## src/rtl/psk_pkg.sv

```systemverilog
package psk_pkg;

    localparam int unsigned FULL_SCALE = 25600;
    localparam int unsigned KEY_W      = 15;
    localparam int unsigned NUM_W      = 26;
    localparam int unsigned DEN_W      = 11;

    localparam logic signed [15:0] EXCLUDED_KEY = -16'sd256;

    typedef enum logic [2:0] {
        MODE_HUE   = 3'd0,
        MODE_SAT   = 3'd1,
        MODE_LUM   = 3'd2,
        MODE_RED   = 3'd3,
        MODE_GREEN = 3'd4,
        MODE_BLUE  = 3'd5
    } t_key_mode;

    typedef enum logic [1:0] {
        REG_KEY_MODE  = 2'd0,
        REG_BAND_LOW  = 2'd1,
        REG_BAND_HIGH = 2'd2
    } t_reg_idx;

endpackage

```

## src/rtl/pixel_sort_key_with_band_unit.sv

```systemverilog
// Sort key unit for RGBA pixels with a threshold band.
// An item is a pixel on i_red, i_green, i_blue and i_alpha, taken at a rising
// edge where i_start is high and o_busy is low. o_busy is always low: the unit
// takes one item in every cycle.
// Each item gives one result on o_sort_key and o_excluded, shown for exactly
// one cycle with o_done high, after the input, divider and band stages.
// Results leave in the order their items came in.
// The key is turned into a numerator and a denominator in one stage, then a
// restoring divider unrolled into 15 register stages gives one quotient bit
// per stage, and a last stage applies the band. The divider sets the latency.
// Registers are written through i_cfg_we, i_cfg_idx and i_cfg_data, by the user
// only while no item is in flight; the unit does not enforce it. Index 0 is the
// key mode, 1 the band low, 2 the band high. Reset clears the pipeline valid bits
// and loads the register reset values; items in flight at reset are dropped.
// The receiver cannot stall, so no result is ever held back.
module pixel_sort_key_with_band_unit
    import psk_pkg::*;
(
    input  logic               i_clk,
    input  logic               i_rst_n,
    input  logic               i_start,
    output logic               o_busy,
    input  logic [7:0]         i_red,
    input  logic [7:0]         i_green,
    input  logic [7:0]         i_blue,
    input  logic [7:0]         i_alpha,
    input  logic               i_cfg_we,
    input  logic [1:0]         i_cfg_idx,
    input  logic [14:0]        i_cfg_data,
    output logic               o_done,
    output logic signed [15:0] o_sort_key,
    output logic               o_excluded
);

    localparam int unsigned NSTG = KEY_W;

    logic [2:0]  r_mode;
    logic [14:0] r_lo;
    logic [14:0] r_hi;

    always_ff @(posedge i_clk) begin
        if (!i_rst_n) begin
            r_mode <= MODE_HUE;
            r_lo   <= 15'd0;
            r_hi   <= 15'(FULL_SCALE);
        end else if (i_cfg_we) begin
            case (i_cfg_idx)
                REG_KEY_MODE:  r_mode <= i_cfg_data[2:0];
                REG_BAND_LOW:  r_lo   <= i_cfg_data;
                REG_BAND_HIGH: r_hi   <= i_cfg_data;
                default: ;
            endcase
        end
    end

    assign o_busy = 1'b0;

    logic [7:0]  mx, mn, d;
    logic [8:0]  sum;
    logic [8:0]  sat_den;
    logic [10:0] hue_s;
    logic [NUM_W-1:0] n_num;
    logic [DEN_W-1:0] n_den;

    always_comb begin
        mx = i_red;
        mn = i_red;
        if (i_green > mx) mx = i_green;
        if (i_blue > mx) mx = i_blue;
        if (i_green < mn) mn = i_green;
        if (i_blue < mn) mn = i_blue;
        d   = mx - mn;
        sum = {1'b0, mx} + {1'b0, mn};
        sat_den = (sum > 9'd255) ? (9'd510 - sum) : sum;
        if (i_red >= i_green && i_red >= i_blue) begin
            if (i_green >= i_blue) hue_s = {3'd0, i_green} - {3'd0, i_blue};
            else hue_s = {3'd0, i_green} - {3'd0, i_blue} + 11'd6 * {3'd0, d};
        end else if (i_green >= i_blue) begin
            hue_s = 11'd2 * {3'd0, d} + {3'd0, i_blue} - {3'd0, i_red};
        end else begin
            hue_s = 11'd4 * {3'd0, d} + {3'd0, i_red} - {3'd0, i_green};
        end
        case (r_mode)
            MODE_HUE: begin
                if (d == 8'd0) begin
                    n_num = '0;
                    n_den = 11'd1;
                end else begin
                    n_den = 11'd6 * {3'd0, d};
                    n_num = 26'd25600 * {15'd0, hue_s} + 26'd3 * {18'd0, d};
                end
            end
            MODE_SAT: begin
                if (d == 8'd0) begin
                    n_num = '0;
                    n_den = 11'd1;
                end else begin
                    n_den = {1'b0, sat_den, 1'b0};
                    n_num = 26'd51200 * {18'd0, d} + {17'd0, sat_den};
                end
            end
            MODE_LUM: begin
                n_den = 11'd102;
                n_num = 26'd5120 * {17'd0, sum} + 26'd51;
            end
            MODE_RED: begin
                n_den = 11'd102;
                n_num = 26'd10240 * {18'd0, i_red} + 26'd51;
            end
            MODE_GREEN: begin
                n_den = 11'd102;
                n_num = 26'd10240 * {18'd0, i_green} + 26'd51;
            end
            MODE_BLUE: begin
                n_den = 11'd102;
                n_num = 26'd10240 * {18'd0, i_blue} + 26'd51;
            end
            default: begin
                n_num = '0;
                n_den = 11'd1;
            end
        endcase
    end

    logic             r_vld [0:NSTG];
    logic             r_ok  [0:NSTG];
    logic [NUM_W-1:0] r_rem [0:NSTG];
    logic [DEN_W-1:0] r_den [0:NSTG];
    logic [KEY_W-1:0] r_q   [0:NSTG];

    always_ff @(posedge i_clk) begin
        if (!i_rst_n) begin
            r_vld[0] <= 1'b0;
        end else begin
            r_vld[0] <= i_start;
        end
        r_ok[0]  <= (i_alpha != 8'd0);
        r_rem[0] <= n_num;
        r_den[0] <= n_den;
        r_q[0]   <= '0;
    end

    for (genvar k = 0; k < NSTG; k++) begin : g_div
        localparam int unsigned SH = NSTG - 1 - k;
        logic [NUM_W-1:0] dsh;
        logic             take;
        assign dsh  = NUM_W'(r_den[k]) << SH;
        assign take = (r_rem[k] >= dsh);
        always_ff @(posedge i_clk) begin
            if (!i_rst_n) begin
                r_vld[k+1] <= 1'b0;
            end else begin
                r_vld[k+1] <= r_vld[k];
            end
            r_ok[k+1]  <= r_ok[k];
            r_den[k+1] <= r_den[k];
            r_rem[k+1] <= take ? (r_rem[k] - dsh) : r_rem[k];
            r_q[k+1]   <= {r_q[k][KEY_W-2:0], take};
        end
    end

    logic signed [16:0] key_s, lo_s, hi_s, res;
    logic               excl;

    always_comb begin
        key_s = {2'b00, r_q[NSTG]};
        lo_s  = {2'b00, r_lo};
        hi_s  = {2'b00, r_hi};
        excl  = 1'b0;
        res   = key_s - lo_s;
        if (!r_ok[NSTG] || r_lo == r_hi) begin
            excl = 1'b1;
        end else if (r_lo < r_hi) begin
            if (key_s > hi_s) excl = 1'b1;
        end else if (key_s < hi_s) begin
            res = key_s + 17'sd25600 - lo_s;
        end
    end

    logic               r_done;
    logic signed [15:0] r_key;
    logic               r_excl;

    always_ff @(posedge i_clk) begin
        if (!i_rst_n) begin
            r_done <= 1'b0;
        end else begin
            r_done <= r_vld[NSTG];
        end
        r_key  <= excl ? EXCLUDED_KEY : res[15:0];
        r_excl <= excl;
    end

    assign o_done     = r_done;
    assign o_sort_key = r_key;
    assign o_excluded = r_excl;

endmodule
```

## config.mk

```make
export PLATFORM = sky130hd
export DESIGN_NAME = pixel_sort_key_with_band_unit
export DESIGN_NICKNAME = d
export VERILOG_FILES = /design/src/rtl/psk_pkg.sv /design/src/rtl/pixel_sort_key_with_band_unit.sv
export SDC_FILE = /design/constraint.sdc
export NUM_CORES = 2
export LEC_CHECK = 0
export BUFFER_PORTS_ARGS = -buffer_cell sky130_fd_sc_hd__buf_4
export CELL_PAD_IN_SITES_DETAIL_PLACEMENT = 0
export CELL_PAD_IN_SITES_GLOBAL_PLACEMENT = 2
export CORE_ASPECT_RATIO = 0.6
export CORE_MARGIN = 2
export CORE_UTILIZATION = 35
export CTS_CLUSTER_SIZE = 40
export DETAILED_ROUTE_END_ITERATION = 10
export PLACE_DENSITY = 0.76
export SYNTH_ARGS = -nofsm -noshare
export SYNTH_HDL_FRONTEND = slang
export SYNTH_SLANG_ARGS = --single-unit
```

## constraint.sdc

```tcl
create_clock -name i_clk -period 14.9 [get_ports i_clk]
set_input_delay 1.49 -clock i_clk [delete_from_list [all_inputs] [get_ports i_clk]]
set_output_delay 1.49 -clock i_clk [all_outputs]
set_load 0.01 [all_outputs]
```

==> qor.txt <==
total clock sinks: 745
clock tree buffer depth: 3
worst-path fanout max: 16
syn nets: 4603
most frequent cells in the layout: 745 x dfxtp_1, 473 x inv_1, 436 x ha_1
largest net degree at the start of global routing: 51
vias in the first global route: 26470
Tcrit/Tclk final: 0.836
Overflow after GRT: 0
PortBufs: 70
CP max stage delay: 0.95 ns
CP most frequent cell: ha_1
Layout Skew: 0.0449 ns
Hold Path Class: flip-flop to flip-flop
CTS tree: built
Main synth FF type: dfxtp_1
clock root cell: clkbuf_16
total CTS buffers: 73
post-CTS setup buffers: 0
Hold Startpoint: r_q[1][2]
PostCTS Resize Cnt: 0
WS Path Type: input pin to flip-flop
Layout area overhead: 12.6%
Via density: 4.84
worst rel slew slack: 0.168
syn avg cell area: 9.30 um2
initial DRC count: 1894
required time worst endpoint: 15.48 ns
WL/cell: 17.7 um
Setup TNS: 0 ns
hold_buf cts: 0
Crit. End Element: flip-flop
Cells after Synth: 4051
Synth async-reset ratio: 0
Setup Viol. Count Final: 0
Initial Util: 0.352
Max Freq: 80.2 MHz
synth unique cells: 94
startpoint types: input pin
commonest non-fill, non-tap cell in the layout: dfxtp_1
CP Launch Point: i_red[0]
DRC viols: 0
cell area after synthesis: 37700 um2
Ports: 72
maxcap violations: 0
critical path data arrival time: 13.04 ns
antenna viol nets, final: 0
CP max-delay cell: a21oi_1
Reg clk slew, reported paths: 0.07 ns
minimum clock period: 12.46 ns
first-pass GRT wire length: 157 mm
chip width: 428 um
Pre-Repair DR Iteration Count: 5
Post-DP HPWL: 80.5 mm
H-tree depth: 3
outcome: finished, final reports clean
RSZ-0062 raised after global routing: false
FF-to-FF Start: r_den[1][34]
Routability Congestion: 0.926
Detailed Route WL: 99.3 mm
Worst-Skew Late Latency: 0.66 ns
Total Nets Final: 4691
share of cells above drive strength 1: 0.0646
Hold Vio Cnt, Final: 0
Post-synth EDFFs: 0
sequential share of the synthesized area: 0.396
fin. max-slew vios: 0
Worst-Margin Slew: 1.25 ns
via count: 27238
die area: 110000 um2
die height: 258 um
Yosys reg bits: 745
initial antenna violation count: 5
Tot GR Track Use: 0.182
Core ar.: 107000 um2
synth warn: 0
row count: 93
==> layout make-up <==
class	count	area, um2
Antenna cell	1	2.50
Clock buffer	96	2030
Clock inverter	37	574
Fill cell	10724	64600
Inverter	474	1780
Multi-Input combinational cell	2759	20700
Sequential cell	745	14900
Tap cell	1425	1780
Timing Repair Buffer	86	646
==> flip-flops by register name, summed over array words and instances, names as in the netlist, 3 cells and up <==
name,flops
o_sort_key,16
r_den,160
r_hi,15
r_lo,15
r_mode,3
r_ok,16
r_q,120
r_rem,382
r_vld,16
==> layer usage <==
layer | global-route usage | wire [um]
met1 | 0.302 | 58000
met2 | 0.223 | 33500
met3 | 0.0449 | 6330
met4 | 0.0388 | 1560
met5 | 0 | 7
==> worst max-delay path, delay by kind of cell <==
family          cells  cell delay, ns
mux                 1            0.41
fa+ha+maj           8            2.49
xor+xnor            1            0.20
simple gates       10            2.20
buf+inv             6            0.92
compound gates     18            5.31
==> cell usage after synthesis (all sizes together), types with 13 or more instances <==
cell type  number  area (um2)
o21a           42         315
o21bai         21         158
nand4          41         257
nor4           53         353
clkbuf         55         206
xnor2         171        1520
or3            25         161
a21boi         58         435
or2            13        83.8
nor2b          59         369
ha            436        5460
buf            18         114
or4            16         124
nor4b          14         144
nor3           89         455
and3           16         100
o31ai          38         285
mux2i          45         450
inv           474        1780
nand2         300        1130
o21ai         187         936
and2           30         188
a211o          13         114
a21oi         247        1240
nand3          39         195
nor2          264         993
o211ai         13        97.6
fa             63        1260
a211oi         22         165
a31oi          14        93.8
mux2           19         214
a21o           84         631
dfxtp         745       14900
xor2          133        1160
o22ai          15        93.8
nand2b         55         344
==> logic make-up after synthesis <==
logic type	count (synthesis)	share of synthesized area
adders and majority gates	500	0.179
xor gates and xnor gates	304	0.0713
buffers and inverters	547	0.0557
DFF	745	0.396
AOI/OAI and AO/OA	837	0.142
other	1	0.0000995
muxes	64	0.0176
and+or+nand+nor	1053	0.139
==> path summary, 6_finish.rpt <==
check | end | slack, ns | depth (start not counted)
max | r_rem[0][20] | 2.44 | 44
min | r_q[1][18] | 0.30 | 0
max reg2reg | r_rem[1][127] | 10.94 | 12
min reg2reg | r_q[1][18] | 0.30 | 0
==> through the flow <==
stage / setup WS, ns / hold WS, ns / utilization / cell area, um2 / std cells
6_report: 2.44 / 0.297 / 0.396 / 42400 / 5623
5_1_grt: 1.44 / 0.316 / 0.396 / 42400 / 5623
4_1_cts: 2.65 / 0.297 / 0.396 / 42400 / 5622
3_5_place_dp: 1.96 / 0.312 / 0.372 / 39800 / 5489
3_3_place_gp: 2.00 / 0.311 / 0.372 / 39800 / 5489
2_1_floorplan: 3.84 / 0.310 / - / 37700 / 4051
Power is not shown: default switching activity piles up to over one toggle a cycle in this logic, so the estimate is an artifact.
